==> src/hw/rtl/eqhrs_pkg.sv <==
// Shared package for the equatorial to horizontal rise/set unit.
// Widths, pipeline types, CORDIC step table and fixed-point helpers.
// No dependencies.
`default_nettype none

package eqhrs_pkg;

  localparam int ANGLE_BITS   = 32;
  localparam int OBJECT_COUNT = 11;
  localparam int CORDIC_STEPS = 31;
  localparam int SHIFT_W      = $clog2(CORDIC_STEPS);
  localparam int OBJ_IW       = 4;
  localparam int ROT_W        = 34;              // Q2.30 plus headroom
  localparam int VEC_W        = 36;              // vector components grow by the CORDIC gain
  localparam int Z_W          = ANGLE_BITS + 2;
  localparam int DIV_STEPS    = 40;
  localparam int DEN_W        = 17;
  localparam int TH_W         = 43;
  localparam int FRAC         = 30;

  localparam logic signed [ROT_W-1:0] KINV        = ROT_W'(652032874);
  localparam logic signed [TH_W-1:0]  REFRACT_ALT = -TH_W'(6760994);
  localparam logic [31:0]             HALF_DEGREE = 32'd5965232;
  localparam logic [39:0]             MOON_K      = 40'd8251518;
  localparam logic signed [31:0]      DOWN_ALT    = -32'sd1073741824;
  localparam logic [63:0]             INV_TWO_PI  = 64'h28BE60DB9391054A;

  localparam logic [3:0] OBJ_SUN   = 4'd0;
  localparam logic [3:0] OBJ_MOON  = 4'd3;
  localparam logic [3:0] OBJ_PLUTO = 4'd9;

  localparam logic [2:0] ST_SET     = 3'd0;
  localparam logic [2:0] ST_RISING  = 3'd1;
  localparam logic [2:0] ST_SETTING = 3'd2;
  localparam logic [2:0] ST_UP      = 3'd3;
  localparam logic [2:0] ST_TRANSIT = 3'd4;

  localparam logic REG_LAT = 1'b0;
  localparam logic REG_LON = 1'b1;

  typedef struct packed {
    logic signed [ROT_W-1:0] x;
    logic signed [ROT_W-1:0] y;
    logic signed [Z_W-1:0]   z;
    logic                    neg;
  } rot_t;

  typedef struct packed {
    logic signed [VEC_W-1:0] x;
    logic signed [VEC_W-1:0] y;
    logic signed [Z_W-1:0]   z;
  } vec_t;

  typedef struct packed {
    logic [DEN_W-1:0]     rem;
    logic [DIV_STEPS-1:0] num;
    logic [DEN_W-1:0]     den;
  } div_t;

  typedef struct packed {
    logic [3:0]              idx;
    logic                    hide;
    logic [31:0]             ha;
    logic [23:0]             sun_d;
    logic [23:0]             moon_d;
    logic [DIV_STEPS-1:0]    par;
    logic signed [VEC_W-1:0] up;
    logic [31:0]             az;
  } sb_t;

  // arctan(2^-i) in turns, rounded to the angle LSB; evaluated at elaboration
  function automatic logic signed [Z_W-1:0] atan_step(input int i);
    logic signed [63:0] s;
    logic [63:0]        term;
    logic [127:0]       prod;
    logic [63:0]        turns;
    int                 e;
    int                 k;
    s = '0;
    if (i == 0) return Z_W'(64'd1 << (ANGLE_BITS - 3));
    for (k = 0; k < 32; k++) begin
      e = 62 - i * (2 * k + 1);
      if (e >= 0) begin
        term = (64'd1 << e) / 64'(2 * k + 1);
        if (k[0]) s = s - $signed(term);
        else s = s + $signed(term);
      end
    end
    prod  = {64'b0, s} * {64'b0, INV_TWO_PI};
    turns = prod[127:64] + (64'd1 << (61 - ANGLE_BITS));
    return Z_W'(turns >> (62 - ANGLE_BITS));
  endfunction

  function automatic logic [ANGLE_BITS-1:0] from32(input logic [31:0] a);
    return ANGLE_BITS'({a, 16'b0} >> (48 - ANGLE_BITS));
  endfunction

  function automatic logic [31:0] to32(input logic [ANGLE_BITS-1:0] a);
    return 32'({a, 32'b0} >> ANGLE_BITS);
  endfunction

  // Q2.30 product, floor
  function automatic logic signed [ROT_W-1:0] vmul(input logic signed [ROT_W-1:0] a,
                                                   input logic signed [ROT_W-1:0] b);
    logic signed [2*ROT_W-1:0] p;
    p = a * b;
    return ROT_W'(p >>> FRAC);
  endfunction

  // half-turn fold into [-90, 90] degrees, start vector 1/K on x
  function automatic rot_t rot_init(input logic [31:0] a32);
    logic [ANGLE_BITS-1:0] a;
    logic signed [Z_W-1:0] z;
    logic signed [Z_W-1:0] half;
    logic signed [Z_W-1:0] quarter;
    rot_t                  r;
    a       = from32(a32);
    z       = Z_W'($signed(a));
    half    = Z_W'(1) <<< (ANGLE_BITS - 1);
    quarter = Z_W'(1) <<< (ANGLE_BITS - 2);
    r.neg   = 1'b0;
    if (z > quarter) begin
      z     = z - half;
      r.neg = 1'b1;
    end else if (z < -quarter) begin
      z     = z + half;
      r.neg = 1'b1;
    end
    r.x = KINV;
    r.y = '0;
    r.z = z;
    return r;
  endfunction

  function automatic vec_t vec_init(input logic signed [VEC_W-1:0] x,
                                    input logic signed [VEC_W-1:0] y);
    vec_t v;
    if (x < 0) begin
      v.x = -x;
      v.y = -y;
      v.z = Z_W'(1) <<< (ANGLE_BITS - 1);
    end else begin
      v.x = x;
      v.y = y;
      v.z = '0;
    end
    return v;
  endfunction

endpackage

`default_nettype wire

==> src/hw/rtl/eqhrs_div_cell.sv <==
// One restoring-division step: one quotient bit per cell.
// Depends on eqhrs_pkg.
`default_nettype none

module eqhrs_div_cell import eqhrs_pkg::*; (
  input  logic clk,
  input  logic en,
  input  div_t d,
  output div_t q
);

  div_t         nxt;
  logic [DEN_W:0] t;
  logic         qbit;

  always_comb begin
    t       = {d.rem, d.num[DIV_STEPS-1]};
    qbit    = (t >= {1'b0, d.den});
    nxt.den = d.den;
    nxt.rem = qbit ? DEN_W'(t - {1'b0, d.den}) : DEN_W'(t);
    nxt.num = {d.num[DIV_STEPS-2:0], qbit};
  end

  always_ff @(posedge clk) begin
    if (en) q <= nxt;
  end

endmodule

`default_nettype wire

==> config.mk <==
export PLATFORM = sky130hd
export DESIGN_NAME = eqhrs_div_cell
export DESIGN_NICKNAME = d
export VERILOG_FILES = /design/src/hw/rtl/eqhrs_pkg.sv /design/src/hw/rtl/eqhrs_div_cell.sv
export SDC_FILE = /design/constraint.sdc
export NUM_CORES = 1
export LEC_CHECK = 0
export BUFFER_PORTS_ARGS = -buffer_cell sky130_fd_sc_hd__buf_4
export CAP_MARGIN = 10
export CORE_AREA = 4 4 81 113
export DETAILED_ROUTE_END_ITERATION = 7
export DIE_AREA = 0 0 85 117
export PLACE_DENSITY = 0.72
export RECOVER_POWER = 50
export SLEW_MARGIN = 20
export SYNTH_ARGS = -nofsm -noshare
export SYNTH_HDL_FRONTEND = slang
export SYNTH_SLANG_ARGS = --single-unit
==> constraint.sdc <==
create_clock -name clk -period 2.1 [get_ports clk]
set_input_delay 0 -clock clk [delete_from_list [all_inputs] [get_ports clk]]
set_output_delay 0 -clock clk [all_outputs]
set_load 0.05 [all_outputs]
Word level (Yosys, flattened, before mapping)
Cells that the tools add are included.
{"block": "totals", "wordCells": 6, "latchBits": 0, "ramBits": 0, "mem_bits_ro": 0, "mem_count": 0, "register_bits": 74}
{"block": "op_classes", "n_addsub": 1, "bitwise_logic": 0, "muxes": 1, "n_eq_ne": 0, "n_reduce_logical": 0, "div": 0, "n_mul": 0, "order_cmp": 1, "shifts": 0}
{"op": "18-bit by 17-bit >= comparator with 1-bit output", "n": 1}
{"op": "17-bit two-way mux", "n": 1}
{"op": "17-bit subtractor", "n": 1}

Logic depth before layout (Yosys ltp)
{"block": "depth", "word_depth": 2, "depth_mapped": 12, "ltp_nobuf": 11}

Least setup slack after synthesis
No wires, ideal clock.
{"block": "synth_timing", "path_kind": "input -> register", "startpoint": "in d[56] in the netlist's numbering", "endpoint": "reg q[60] in the netlist's numbering (data pin)", "t_arrival_ns": 1.840, "slack_ns": 0.000, "path_stages": 12, "cell_sequence": "inv_1 > ha_1 > inv_1 > fa_1 > a21oi_1 > or3_4 > a21oi_4 > o21bai_4 > and2_4 > buf_12 > inv_12 > mux2_4"}
{"element": "from (decl)", "line": "eqhrs_div_cell.sv:8", "text": "input div_t d,"}
{"element": "to (signal assigned)", "line": "eqhrs_div_cell.sv:25", "text": "if (en) q <= nxt;"}
{"element": "to (decl)", "line": "eqhrs_div_cell.sv:9", "text": "output div_t q"}

==> flow_summary.json <==
{
  "syn_inst": 226,
  "drtIter0Drc": 180,
  "drive_gt1_share_pct": 41.09,
  "p_clk_share_pct": 29.6,
  "ys_seq_area_share_pct": 65.27,
  "tightest_slew_ns": 2.161,
  "ant_nets": 0,
  "cts.clk_slew.worst_paths_ns": 0.06,
  "cp-end-kind": "register",
  "ys_top_cells_by_count": "edfxtp_1, inv_1, ha_1, a21oi_1, mux2_4",
  "nets": 566,
  "rsz0062_at_grt": "false",
  "rows": 39,
  "drt_wl_total_um": 10920,
  "fmax_ghz": 0.5349,
  "cts_root_buffer": "clkbuf_16",
  "hpwl_um": 7178,
  "dieArea_mm2": 0.009945,
  "synth_top_family_by_area": "compound AO/OA/AOI/OAI gates",
  "largest_reg_flops": 74,
  "placed_cells": 495,
  "setup_viol": 0,
  "port_buffers": 149,
  "synth_cell_type_count": 45,
  "area_growth_pct": 67.66,
  "biggestRegsByFlops": "q: 74 flops",
  "die_w_um": 85,
  "syn-num-nets": 320,
  "p_seq_share_pct": 39.9,
  "antenna_cells": 0,
  "antenna_found_initial": 0,
  "gp_congestion": 0.8075,
  "p_comb_share_pct": 30.5,
  "ys_seq_elements": 74,
  "cp_max_fo": 10,
  "status": "finished, violations left",
  "grt_max_degree": 39,
  "core_mm2": 0.008149,
  "arrival_ns": 1.95,
  "synth_edf_count": 74,
  "htreeDepth": 3,
  "cts_made_buffers": 9,
  "regMostFlops": "q",
  "final_cells": 579,
  "synth-simple-area-share_pct": 6.505,
  "io_pins": 150,
  "synth_area_mm2": 0.003405,
  "crit_path_max_incr_delay_ns": 0.41,
  "drc_errors": 0,
  "p_sw_w": 0.001505,
  "fin_crit_sh_pct": 89.02,
  "dr_total_vias": 2894,
  "grt.total_usage_pct": 22.25,
  "ys.flop_type": "edfxtp_1",
  "cp_cell_sequence": "buf_4 > inv_1 > ha_1 > inv_1 > fa_1 > a21oi_2 > or3_4 > a21oi_4 > o21bai_4 > and2_4 > inv_12 > mux2_4",
  "grt_pass1_vias": 3086,
  "cp_common_cell": "inv_1",
  "synthAdderAreaFrac_pct": 6.836,
  "vdd_ir_drop_max_v": 0.0005738,
  "power.internal_w": 0.003141,
  "cts_tree": "yes",
  "worstPathRequired_ns": 2.19,
  "hold_violations": 0,
  "synth.area.mux_share_pct": 4.704,
  "p_leak_nw": 2.489,
  "yosys.area.top_type_share_pct": 65.27,
  "start_util_pct": 41.78,
  "cts_sinks": 74,
  "violations": "capacitance limit, slew limit",
  "yosys_warnings": 0,
  "slew_headroom_pct": -44.09,
  "avgSynthCellArea_um2": 15.06,
  "die_h_um": 117,
  "wire_per_inst_um": 18.86,
  "yosysMostFrequentCell": "edfxtp_1",
  "period_needed_ns": 1.869,
  "p_sw_share_pct": 32.40,
  "drtPass1Iterations": 4,
  "min_path_cells": 2,
  "hp-class": "in -> reg",
  "synth_xor_area_share_pct": 2.830,
  "slew_violations": 37,
  "via_per_inst": 4.998,
  "cellPowerDensity_mw_per_mm2": 814.0,
  "grt_pass1_wl_um": 16640,
  "synth-async-reset-ratio_pct": 0,
  "path_class": "in -> reg",
  "crit_path_start_kind": "input pin",
  "clock_path_buffers": 2,
  "cap_violations": 1,
  "stdcell_area_mm2": 0.005708,
  "synth_top_area_cell": "edfxtp_1",
  "slowest_stage": "fa_1",
  "synth_area_leaders": "edfxtp_1, ha_1, mux2_4",
  "synth_compound_area_share_pct": 10.36,
  "dpl_cell_area_mm2": 0.004790,
  "grt.overflow.total": 0
}
[per-layer routing]
metal	vias to the layer above	track usage, %	share of wire [%]
met4	0	10.98	2.6
li1	1353	-	-
met1	1375	24.42	36
met5	-	0	0
met3	19	4.902	7.4
met2	147	40.46	54
[layout by cell type, fill, tap and decap left out, types with 3 or more instances in the layout]
| cell | Yosys | routed |
|---|---|---|
| a21boi_0 | 3 | 3 |
| a21o_1 | 3 | 3 |
| a21oi_1 | 13 | 12 |
| and2_1 | 3 | 3 |
| buf_4 | 0 | 110 |
| clkbuf_1 | 0 | 6 |
| clkbuf_16 | 0 | 9 |
| clkbuf_4 | 0 | 51 |
| clkinv_1 | 0 | 5 |
| dlygate4sd3_1 | 0 | 68 |
| edfxtp_1 | 74 | 74 |
| ha_1 | 17 | 17 |
| inv_1 | 22 | 22 |
| mux2_4 | 10 | 10 |
| nand2_1 | 9 | 9 |
| nand2b_1 | 3 | 3 |
| nand3_1 | 7 | 7 |
| nor2_1 | 6 | 6 |
| nor3_1 | 4 | 4 |
| o21ai_0 | 7 | 7 |
| o31ai_2 | 3 | 3 |
| xnor2_1 | 8 | 8 |
| xor2_1 | 3 | 3 |
[logic make-up (layout without fill, tap and decap cells)]
group                      count (synthesis)  after routing
xor gates and xnor gates                  11             11
adders and majority gates                 18             18
DFF                                       74             74
muxes                                     11             11
and+or+nand+nor                           41             41
AOI/OAI and AO/OA                         47             47
buffers and inverters                     24            275
[metrics by stage]
| stage | setup slack [ns] | TNS (ns) | hold WS (ns) | util [%] | power [W] |
|---|---|---|---|---|---|
| floorplan | 0.03206 | 0 | 0.09887 | - | 0.002698 |
| global placement | -0.04177 | -0.3691 | 0.1780 | 58.77 | 0.003145 |
| detailed placement | -0.1231 | -1.271 | 0.1793 | 58.77 | 0.003176 |
| CTS | 0.2382 | 0 | 0.008706 | 70.32 | 0.004629 |
| global route | 0.08657 | 0 | 0.01788 | 70.04 | 0.004812 |
| finish | 0.2306 | 0 | 0.009879 | 70.04 | 0.004646 |
[final cells by class]
class / instances / area (µm²)
well taps: 102 / 127.6
multi-input cells: 128 / 1067
fillers: 552 / 2441
clock inverters: 7 / 35.03
flip-flops and latches: 74 / 2222
clock buffers: 9 / 225.2
inverters: 23 / 98.84
repair buffers: 236 / 1932
[power by group through the flow]
stage / registers [W] / clock network (W) / logic [W]
after floorplan: 0.00237 / 0 / 0.000329
after global placement: 0.00186 / 0 / 0.00128
after detailed placement: 0.00187 / 0 / 0.00130
after CTS: 0.00184 / 0.00138 / 0.00141
after global routing: 0.00186 / 0.00146 / 0.00149
final: 0.00185 / 0.00138 / 0.00142
[worst paths after layout]
path  startpoint     to  slack (ns)
max        d[56]  q[66]        0.23
min        d[70]  q[71]        0.01
[critical path: cells and delay by family]
kind	cells	cell delay, ns
simple gates	2	0.39
fa+ha+maj	2	0.56
buf+inv	4	0.29
mux	1	0.30
compound gates	3	0.40
[timing repair]
item                       4_1_cts  5_1_grt
hold endpoints to repair        68        0
buffers inserted                 0        0
setup endpoints to repair        0        0
hold buffers                    68        0
gates resized for setup          0        0
No activity file was read; power rests on OpenSTA's default activity.
