===== src/hw/rtl/eqhrs_pkg.sv =====
// Shared package for the equatorial to horizontal rise/set unit.
// Widths, pipeline types, CORDIC step table and fixed-point helpers.
// No dependencies.
`default_nettype none

package eqhrs_pkg;

  localparam int ANGLE_BITS   = 32;
  localparam int OBJECT_COUNT = 11;
  localparam int CORDIC_STEPS = 31;
  localparam int SHIFT_W      = $clog2(CORDIC_STEPS);
  localparam int OBJ_IW       = 4;
  localparam int ROT_W        = 34;              // Q2.30 plus headroom
  localparam int VEC_W        = 36;              // vector components grow by the CORDIC gain
  localparam int Z_W          = ANGLE_BITS + 2;
  localparam int DIV_STEPS    = 40;
  localparam int DEN_W        = 17;
  localparam int TH_W         = 43;
  localparam int FRAC         = 30;

  localparam logic signed [ROT_W-1:0] KINV        = ROT_W'(652032874);
  localparam logic signed [TH_W-1:0]  REFRACT_ALT = -TH_W'(6760994);
  localparam logic [31:0]             HALF_DEGREE = 32'd5965232;
  localparam logic [39:0]             MOON_K      = 40'd8251518;
  localparam logic signed [31:0]      DOWN_ALT    = -32'sd1073741824;
  localparam logic [63:0]             INV_TWO_PI  = 64'h28BE60DB9391054A;

  localparam logic [3:0] OBJ_SUN   = 4'd0;
  localparam logic [3:0] OBJ_MOON  = 4'd3;
  localparam logic [3:0] OBJ_PLUTO = 4'd9;

  localparam logic [2:0] ST_SET     = 3'd0;
  localparam logic [2:0] ST_RISING  = 3'd1;
  localparam logic [2:0] ST_SETTING = 3'd2;
  localparam logic [2:0] ST_UP      = 3'd3;
  localparam logic [2:0] ST_TRANSIT = 3'd4;

  localparam logic REG_LAT = 1'b0;
  localparam logic REG_LON = 1'b1;

  typedef struct packed {
    logic signed [ROT_W-1:0] x;
    logic signed [ROT_W-1:0] y;
    logic signed [Z_W-1:0]   z;
    logic                    neg;
  } rot_t;

  typedef struct packed {
    logic signed [VEC_W-1:0] x;
    logic signed [VEC_W-1:0] y;
    logic signed [Z_W-1:0]   z;
  } vec_t;

  typedef struct packed {
    logic [DEN_W-1:0]     rem;
    logic [DIV_STEPS-1:0] num;
    logic [DEN_W-1:0]     den;
  } div_t;

  typedef struct packed {
    logic [3:0]              idx;
    logic                    hide;
    logic [31:0]             ha;
    logic [23:0]             sun_d;
    logic [23:0]             moon_d;
    logic [DIV_STEPS-1:0]    par;
    logic signed [VEC_W-1:0] up;
    logic [31:0]             az;
  } sb_t;

  // arctan(2^-i) in turns, rounded to the angle LSB; evaluated at elaboration
  function automatic logic signed [Z_W-1:0] atan_step(input int i);
    logic signed [63:0] s;
    logic [63:0]        term;
    logic [127:0]       prod;
    logic [63:0]        turns;
    int                 e;
    int                 k;
    s = '0;
    if (i == 0) return Z_W'(64'd1 << (ANGLE_BITS - 3));
    for (k = 0; k < 32; k++) begin
      e = 62 - i * (2 * k + 1);
      if (e >= 0) begin
        term = (64'd1 << e) / 64'(2 * k + 1);
        if (k[0]) s = s - $signed(term);
        else s = s + $signed(term);
      end
    end
    prod  = {64'b0, s} * {64'b0, INV_TWO_PI};
    turns = prod[127:64] + (64'd1 << (61 - ANGLE_BITS));
    return Z_W'(turns >> (62 - ANGLE_BITS));
  endfunction

  function automatic logic [ANGLE_BITS-1:0] from32(input logic [31:0] a);
    return ANGLE_BITS'({a, 16'b0} >> (48 - ANGLE_BITS));
  endfunction

  function automatic logic [31:0] to32(input logic [ANGLE_BITS-1:0] a);
    return 32'({a, 32'b0} >> ANGLE_BITS);
  endfunction

  // Q2.30 product, floor
  function automatic logic signed [ROT_W-1:0] vmul(input logic signed [ROT_W-1:0] a,
                                                   input logic signed [ROT_W-1:0] b);
    logic signed [2*ROT_W-1:0] p;
    p = a * b;
    return ROT_W'(p >>> FRAC);
  endfunction

  // half-turn fold into [-90, 90] degrees, start vector 1/K on x
  function automatic rot_t rot_init(input logic [31:0] a32);
    logic [ANGLE_BITS-1:0] a;
    logic signed [Z_W-1:0] z;
    logic signed [Z_W-1:0] half;
    logic signed [Z_W-1:0] quarter;
    rot_t                  r;
    a       = from32(a32);
    z       = Z_W'($signed(a));
    half    = Z_W'(1) <<< (ANGLE_BITS - 1);
    quarter = Z_W'(1) <<< (ANGLE_BITS - 2);
    r.neg   = 1'b0;
    if (z > quarter) begin
      z     = z - half;
      r.neg = 1'b1;
    end else if (z < -quarter) begin
      z     = z + half;
      r.neg = 1'b1;
    end
    r.x = KINV;
    r.y = '0;
    r.z = z;
    return r;
  endfunction

  function automatic vec_t vec_init(input logic signed [VEC_W-1:0] x,
                                    input logic signed [VEC_W-1:0] y);
    vec_t v;
    if (x < 0) begin
      v.x = -x;
      v.y = -y;
      v.z = Z_W'(1) <<< (ANGLE_BITS - 1);
    end else begin
      v.x = x;
      v.y = y;
      v.z = '0;
    end
    return v;
  endfunction

endpackage

`default_nettype wire


===== src/hw/rtl/eqhrs_rot_cell.sv =====
// One rotation-mode CORDIC micro-rotation with its output register.
// Depends on eqhrs_pkg.
`default_nettype none

module eqhrs_rot_cell import eqhrs_pkg::*; (
  input  logic                  clk,
  input  logic                  en,
  input  logic [SHIFT_W-1:0]    shift,
  input  logic signed [Z_W-1:0] step,
  input  rot_t                  d,
  output rot_t                  q
);

  rot_t                    nxt;
  logic signed [ROT_W-1:0] dx;
  logic signed [ROT_W-1:0] dy;

  always_comb begin
    dx      = d.x >>> shift;
    dy      = d.y >>> shift;
    nxt.neg = d.neg;
    if (d.z >= 0) begin
      nxt.x = d.x - dy;
      nxt.y = d.y + dx;
      nxt.z = d.z - step;
    end else begin
      nxt.x = d.x + dy;
      nxt.y = d.y - dx;
      nxt.z = d.z + step;
    end
  end

  always_ff @(posedge clk) begin
    if (en) q <= nxt;
  end

endmodule

`default_nettype wire


===== config.mk =====
export PLATFORM = sky130hd
export DESIGN_NAME = eqhrs_rot_cell
export DESIGN_NICKNAME = d
export VERILOG_FILES = /design/src/hw/rtl/eqhrs_pkg.sv /design/src/hw/rtl/eqhrs_rot_cell.sv
export SDC_FILE = /design/constraint.sdc
export NUM_CORES = 1
export LEC_CHECK = 0
export BUFFER_PORTS_ARGS = -buffer_cell sky130_fd_sc_hd__clkbuf_2
export CORE_MARGIN = 2
export CORE_UTILIZATION = 55
export CTS_CLUSTER_SIZE = 25
export DETAILED_ROUTE_END_ITERATION = 16
export GPL_TIMING_DRIVEN = 0
export PLACE_DENSITY = 0.8
export SLEW_MARGIN = 20
export SYNTH_ARGS = -nofsm -noshare
export SYNTH_HDL_FRONTEND = slang
export SYNTH_SLANG_ARGS = --single-unit

===== constraint.sdc =====
create_clock -name clk -period 8.5 [get_ports clk]
set_clock_uncertainty 0.1 [all_clocks]
set_input_delay 1.7 -clock clk [delete_from_list [all_inputs] [get_ports clk]]
set_output_delay 1.7 -clock clk [all_outputs]
set_load 0.02 [all_outputs]

# Yosys cells after proc, flatten, opt, wreduce, memory -nomap -nowiden
# Index checks and enable logic that the tools add are counted.
# word_totals
in_bits,144
mem_bits_ro,0
mem_bits_rw,0
word_cells,14
mem_count,0
regBits,103
latchBits,0
# classes
n_bitwise,0
reduce_logical,0
shifts,2
n_addsub,6
n_mul,0
mux,1
n_eq_ne,0
order_cmp,1
div_mod_pow,0
# ops
operator,count
adder 34 bit,3
2-to-1 mux 102 bit,1
subtractor 34 bit,3
>>> shifter 34 x 5 -> 34 bit,2
"greater-or-equal comparator 34 x 1 -> 1 bit, second input constant",1

# Depth between registers and ports, before layout
# depth
depth_word,3
depth_mapped,27

# Least setup slack after synthesis
# Ideal clock, no wire load.
# synth_timing
kind,input -> register
startpoint,in shift[4]
endpoint,reg q[102] (netlist name) (data pin)
path_slack_ns,1.114
setup_time_ns,0.260
required_ns,8.140
path_stages,23
t_arrival_ns,7.026
path_cell_list,buf_2 -> clkbuf_1 -> clkbuf_1 -> buf_2 -> clkbuf_1 -> clkbuf_1 -> nor2_1 -> nor2_1 -> ha_1 -> nand3_1 -> nor4_4 -> a31oi_1 -> xor2_1 -> ha_1 -> and4_1 -> and3_1 -> a221o_1 -> and3_1 -> o41ai_1 -> a21boi_1 -> or4b_2 -> a31oi_1 -> xnor2_1
# synth_rtl
item,line_no,source
"start, declared",eqhrs_rot_cell.sv:8,"input logic [SHIFT_W-1:0] shift,"
"end signal, assigned",eqhrs_rot_cell.sv:34,if (en) q <= nxt;
"end, declared",eqhrs_rot_cell.sv:11,output rot_t q

==> tab_implementation.tex <==
\begin{tabular}{lr}
\hline
Metric & Value \\
\hline
\multicolumn{2}{l}{\textbf{STA}} \\
Maximum frequency from static timing analysis & 121 MHz \\
Final critical-path share of the clock period & 97.3\% \\
Final Hold Vio Count & 0 \\
Final worst path period need & 8270 ps \\
TNS Setup & 0 ps \\
Max-slew headroom at the worst pin & 19.5\% \\
Setup repair after global routing missed its margin & no \\
Actual slew at the worst max-slew pin & 1210 ps \\
Setup-failing EPs final & 0 \\
Final number of max-transition violations & 0 \\
Final worst hold slack & 1390 ps \\
Final WS setup & 233 ps \\
\multicolumn{2}{l}{\textbf{Yosys}} \\
Synthesized netlist net count & 1936 \\
Most used flip-flop cell after synthesis & sky130\_fd\_sc\_hd\_\_edfxtp\_1 \\
Fraction of the mapped netlist area in compound gates & 21.8\% \\
Fraction of synthesized cell area taken by the top area cell type & 19.7\% \\
Ranking of synthesized cells by area & sky130\_fd\_sc\_hd\_\_edfxtp\_1 (20\%), sky130\_fd\_sc\_hd\_\_mux4\_2 (12\%), sky130\_fd\_sc\_hd\_\_ha\_1 (8.1\%) \\
Cell type with the largest total area after synthesis & sky130\_fd\_sc\_hd\_\_edfxtp\_1 \\
Seq/Total Area, Yosys & 19.7\% \\
Asr flop ratio synth & 0\% \\
Post-synth design cell area & 0.0157 mm\^{}2 \\
Mean cell area of the mapped netlist & 9.31 um\^{}2 \\
Count of flip-flops with a built-in enable after synthesis & 103 \\
Adder-Cell Fraction of Synth Area & 8.51\% \\
Post-Synth XOR/XNOR Area & 9.82\% \\
Main combinational cell family by area after synthesis & compound AO/OA/AOI/OAI gates \\
Cells after Synth & 1687 \\
Number of register bits inferred by synthesis & 103 \\
Yosys synthesis warning count & 0 \\
Post-synth cell types & 105 \\
Simple-gate portion of the synthesized area & 16.2\% \\
Share of synthesized area spent on multiplexers & 19.6\% \\
\multicolumn{2}{l}{\textbf{Cells and area}} \\
Flip-flop count of the largest register, all copies and words added & 103 \\
Non-Filler Cell Area, Final & 0.0178 mm\^{}2 \\
Fin cells & 2328 \\
Utilization after layout & 63.8\% \\
Fin nets & 2192 \\
Largest registers & q x103 \\
Most flop-heavy register & q \\
Fraction of layout cells with a size suffix above 1 & 24.7\% \\
Synth-to-Final Area Change & 13.5\% \\
\multicolumn{2}{l}{\textbf{Place}} \\
Dpl cell area & 0.0175 mm\^{}2 \\
Number of cells after detailed placement & 2310 \\
HPWL reported at the end of detailed placement & 54.0 mm \\
Weighted congestion reported at the end of routability-driven placement & 1.14 \\
Port-buffer cells & 242 \\
Post-placement setup slack & -1030 ps \\
\multicolumn{2}{l}{\textbf{Outcome}} \\
Run status & finished, final reports clean \\
\multicolumn{2}{l}{\textbf{Clocking}} \\
Number of buffers created by CTS & 9 \\
Hold buffer count at CTS & 0 \\
TritonCTS sink count & 103 \\
Clock tree buffer depth & 2 \\
Worst-path clk slew & 80 ps \\
Cell at the root of the clock tree & sky130\_fd\_sc\_hd\_\_clkbuf\_16 \\
\# H-tree levels & 3 \\
TritonCTS clock tree & built \\
\multicolumn{2}{l}{\textbf{Critical path}} \\
Sort of element at the start of the critical path & primary input \\
Required time worst endpoint & 8530 ps \\
Type of element capturing the critical path & register \\
Worst Path Max Fanout & 10 \\
Worst setup path class & primary input to register \\
CP Data Arrival Time & 8290 ps \\
\multicolumn{2}{l}{\textbf{Drt}} \\
Final wirelength & 69.0 mm \\
Final antenna-violating net count & 0 \\
Vias after detailed routing & 16.9k \\
TritonRoute pass-1 iters & 7 \\
Residual DRC & 0 \\
Vias per Instance & 7.25 \\
Average wire per standard cell & 29.7 um \\
Initial drt markers & 2239 \\
\multicolumn{2}{l}{\textbf{Die}} \\
Io pins & 247 \\
Height of the die & 173 um \\
Initial Util & 56.2\% \\
Area of the die & 0.0299 mm\^{}2 \\
Core region area & 0.0279 mm\^{}2 \\
Cell Rows & 61 \\
Die width & 173 um \\
\multicolumn{2}{l}{\textbf{Global route}} \\
Global-route wire length before repair & 101 mm \\
Vias in the first global route & 16.3k \\
Maximum number of pins on one net before global-route repair & 81 \\
Initial antenna violation count & 1 \\
Overall global routing resource usage & 44.9\% \\
Overflow left after global routing & 0 \\
\multicolumn{2}{l}{\textbf{Power}} \\
Pwr/cell area & 172 mW/mm\^{}2 \\
Max IR drop VDD & 0.127 mV \\
Power after layout & 3.07 mW \\
Leakage & 7.48 nW \\
\multicolumn{2}{l}{\textbf{Worst hold path}} \\
Startpoint of the worst hold path & d[0] \\
Worst Hold Endpoint & q[0] \\
Worst hold path class & primary input to register \\
Count of cells along the worst hold path & 1 \\
\multicolumn{2}{l}{\textbf{Run}} \\
Max Cap Viol & 0 \\
\hline
\end{tabular}
where the power goes:
part / internal, mW / switching, mW / leakage (nW)
Sequential: 0.755 / 0.0382 / 1.01
Combinational: 0.686 / 1.12 / 6.31
Clock: 0.237 / 0.235 / 0.155
placed cells by master, fill, tap and decap left out, types with 16 or more instances in the layout:
| cell | Yosys | final |
|---|---|---|
| sky130_fd_sc_hd__a211oi_1 | 19 | 19 |
| sky130_fd_sc_hd__a21o_1 | 57 | 57 |
| sky130_fd_sc_hd__a21oi_1 | 102 | 102 |
| sky130_fd_sc_hd__a31oi_1 | 22 | 22 |
| sky130_fd_sc_hd__and3_1 | 21 | 21 |
| sky130_fd_sc_hd__buf_2 | 18 | 16 |
| sky130_fd_sc_hd__buf_6 | 17 | 17 |
| sky130_fd_sc_hd__clkbuf_1 | 35 | 26 |
| sky130_fd_sc_hd__clkbuf_2 | 0 | 250 |
| sky130_fd_sc_hd__edfxtp_1 | 103 | 103 |
| sky130_fd_sc_hd__ha_1 | 102 | 102 |
| sky130_fd_sc_hd__inv_1 | 41 | 41 |
| sky130_fd_sc_hd__mux2_2 | 17 | 17 |
| sky130_fd_sc_hd__mux2i_1 | 83 | 81 |
| sky130_fd_sc_hd__mux4_2 | 84 | 84 |
| sky130_fd_sc_hd__nand2_1 | 116 | 116 |
| sky130_fd_sc_hd__nand2b_1 | 28 | 28 |
| sky130_fd_sc_hd__nand3_1 | 37 | 37 |
| sky130_fd_sc_hd__nor2_1 | 119 | 119 |
| sky130_fd_sc_hd__nor2b_1 | 21 | 20 |
| sky130_fd_sc_hd__nor3_1 | 24 | 24 |
| sky130_fd_sc_hd__o21a_1 | 28 | 28 |
| sky130_fd_sc_hd__o21ai_0 | 78 | 78 |
| sky130_fd_sc_hd__o21ai_1 | 21 | 21 |
| sky130_fd_sc_hd__o22ai_1 | 16 | 16 |
| sky130_fd_sc_hd__o31ai_1 | 17 | 17 |
| sky130_fd_sc_hd__or3_1 | 16 | 16 |
| sky130_fd_sc_hd__xnor2_1 | 96 | 96 |
| sky130_fd_sc_hd__xor2_1 | 80 | 80 |
kinds of logic (layout without fill, tap and decap cells):
kind of cell | count (synthesis) | in the layout
AO/OA/AOI/OAI | 503 | 503
AND/OR/NAND/NOR | 475 | 475
multiplexers | 196 | 196
XOR/XNOR | 176 | 176
buffers and inverters | 129 | 390
adder cells (fa/ha/maj) | 105 | 105
flip-flops | 103 | 103
other | 0 | 2
what timing repair did:
item                       in CTS  in global routing
gates cloned                    0                  0
resized for setup               1                 23
setup endpoints to repair       3                  8
buffers inserted                0                  1
pin swaps                       0                  1
synthesized netlist by cell type, types with 18 or more instances:
cell / instances
sky130_fd_sc_hd__o21a_1: 28
sky130_fd_sc_hd__nor2b_1: 21
sky130_fd_sc_hd__nand2b_1: 28
sky130_fd_sc_hd__nand3_1: 37
sky130_fd_sc_hd__nor3_1: 24
sky130_fd_sc_hd__mux2i_1: 83
sky130_fd_sc_hd__clkbuf_1: 35
sky130_fd_sc_hd__nor2_1: 119
sky130_fd_sc_hd__ha_1: 102
sky130_fd_sc_hd__a21oi_1: 102
sky130_fd_sc_hd__and3_1: 21
sky130_fd_sc_hd__nand2_1: 116
sky130_fd_sc_hd__xor2_1: 80
sky130_fd_sc_hd__a31oi_1: 22
sky130_fd_sc_hd__o21ai_0: 78
sky130_fd_sc_hd__inv_1: 41
sky130_fd_sc_hd__mux4_2: 84
sky130_fd_sc_hd__xnor2_1: 96
sky130_fd_sc_hd__buf_2: 18
sky130_fd_sc_hd__o21ai_1: 21
sky130_fd_sc_hd__a211oi_1: 19
sky130_fd_sc_hd__a21o_1: 57
sky130_fd_sc_hd__edfxtp_1: 103
how the worst max path moves through the flow:
stage,slack (ps),endpoint,cells past startpoint,startpoint
final,230,q[102],19,shift[3]
after global routing,10,q[102],25,shift[0]
after CTS,70,q[102],22,shift[4]
after detailed placement,-1030,q[102],23,shift[4]
after global placement,-1120,q[102],24,shift[4]
after floorplan,1110,q[102],23,shift[4]
critical path, stage by stage:
cell and delay (ps):
sky130_fd_sc_hd__clkbuf_2 120, sky130_fd_sc_hd__buf_2 280, sky130_fd_sc_hd__buf_2 370, sky130_fd_sc_hd__clkbuf_1 660, sky130_fd_sc_hd__nand2_1 600, sky130_fd_sc_hd__o22ai_1 270, sky130_fd_sc_hd__nor2_1 100, sky130_fd_sc_hd__ha_1 300
sky130_fd_sc_hd__o21ai_0 350, sky130_fd_sc_hd__ha_1 320, sky130_fd_sc_hd__nor2b_1 150, sky130_fd_sc_hd__o31a_1 300, sky130_fd_sc_hd__o41ai_1 790, sky130_fd_sc_hd__a21oi_1 300, sky130_fd_sc_hd__o41ai_1 470, sky130_fd_sc_hd__a21boi_1 190
sky130_fd_sc_hd__or4b_2 620, sky130_fd_sc_hd__a31oi_1 250, sky130_fd_sc_hd__xnor2_1 120
per-layer routing:
layer	GRT usage, %	wire length, um	vias to the layer above
met5	0	0	-
met3	13.8	9080	332
met2	66.8	29000	1389
met4	29.9	5570	0
li1	-	-	7077
met1	56.1	25400	8071
cell type report:
class	instances	area (um^2)
clock buffer	9	225
multi-input combinational	1455	12000
sequential	103	3090
inverter	44	165
antenna	2	5.00
buffer	84	531
timing repair buffer	246	1270
tap	378	473
fill	2372	10100
clock inverter	7	92.6
Note: power is estimated with default switching activity, not from simulation.
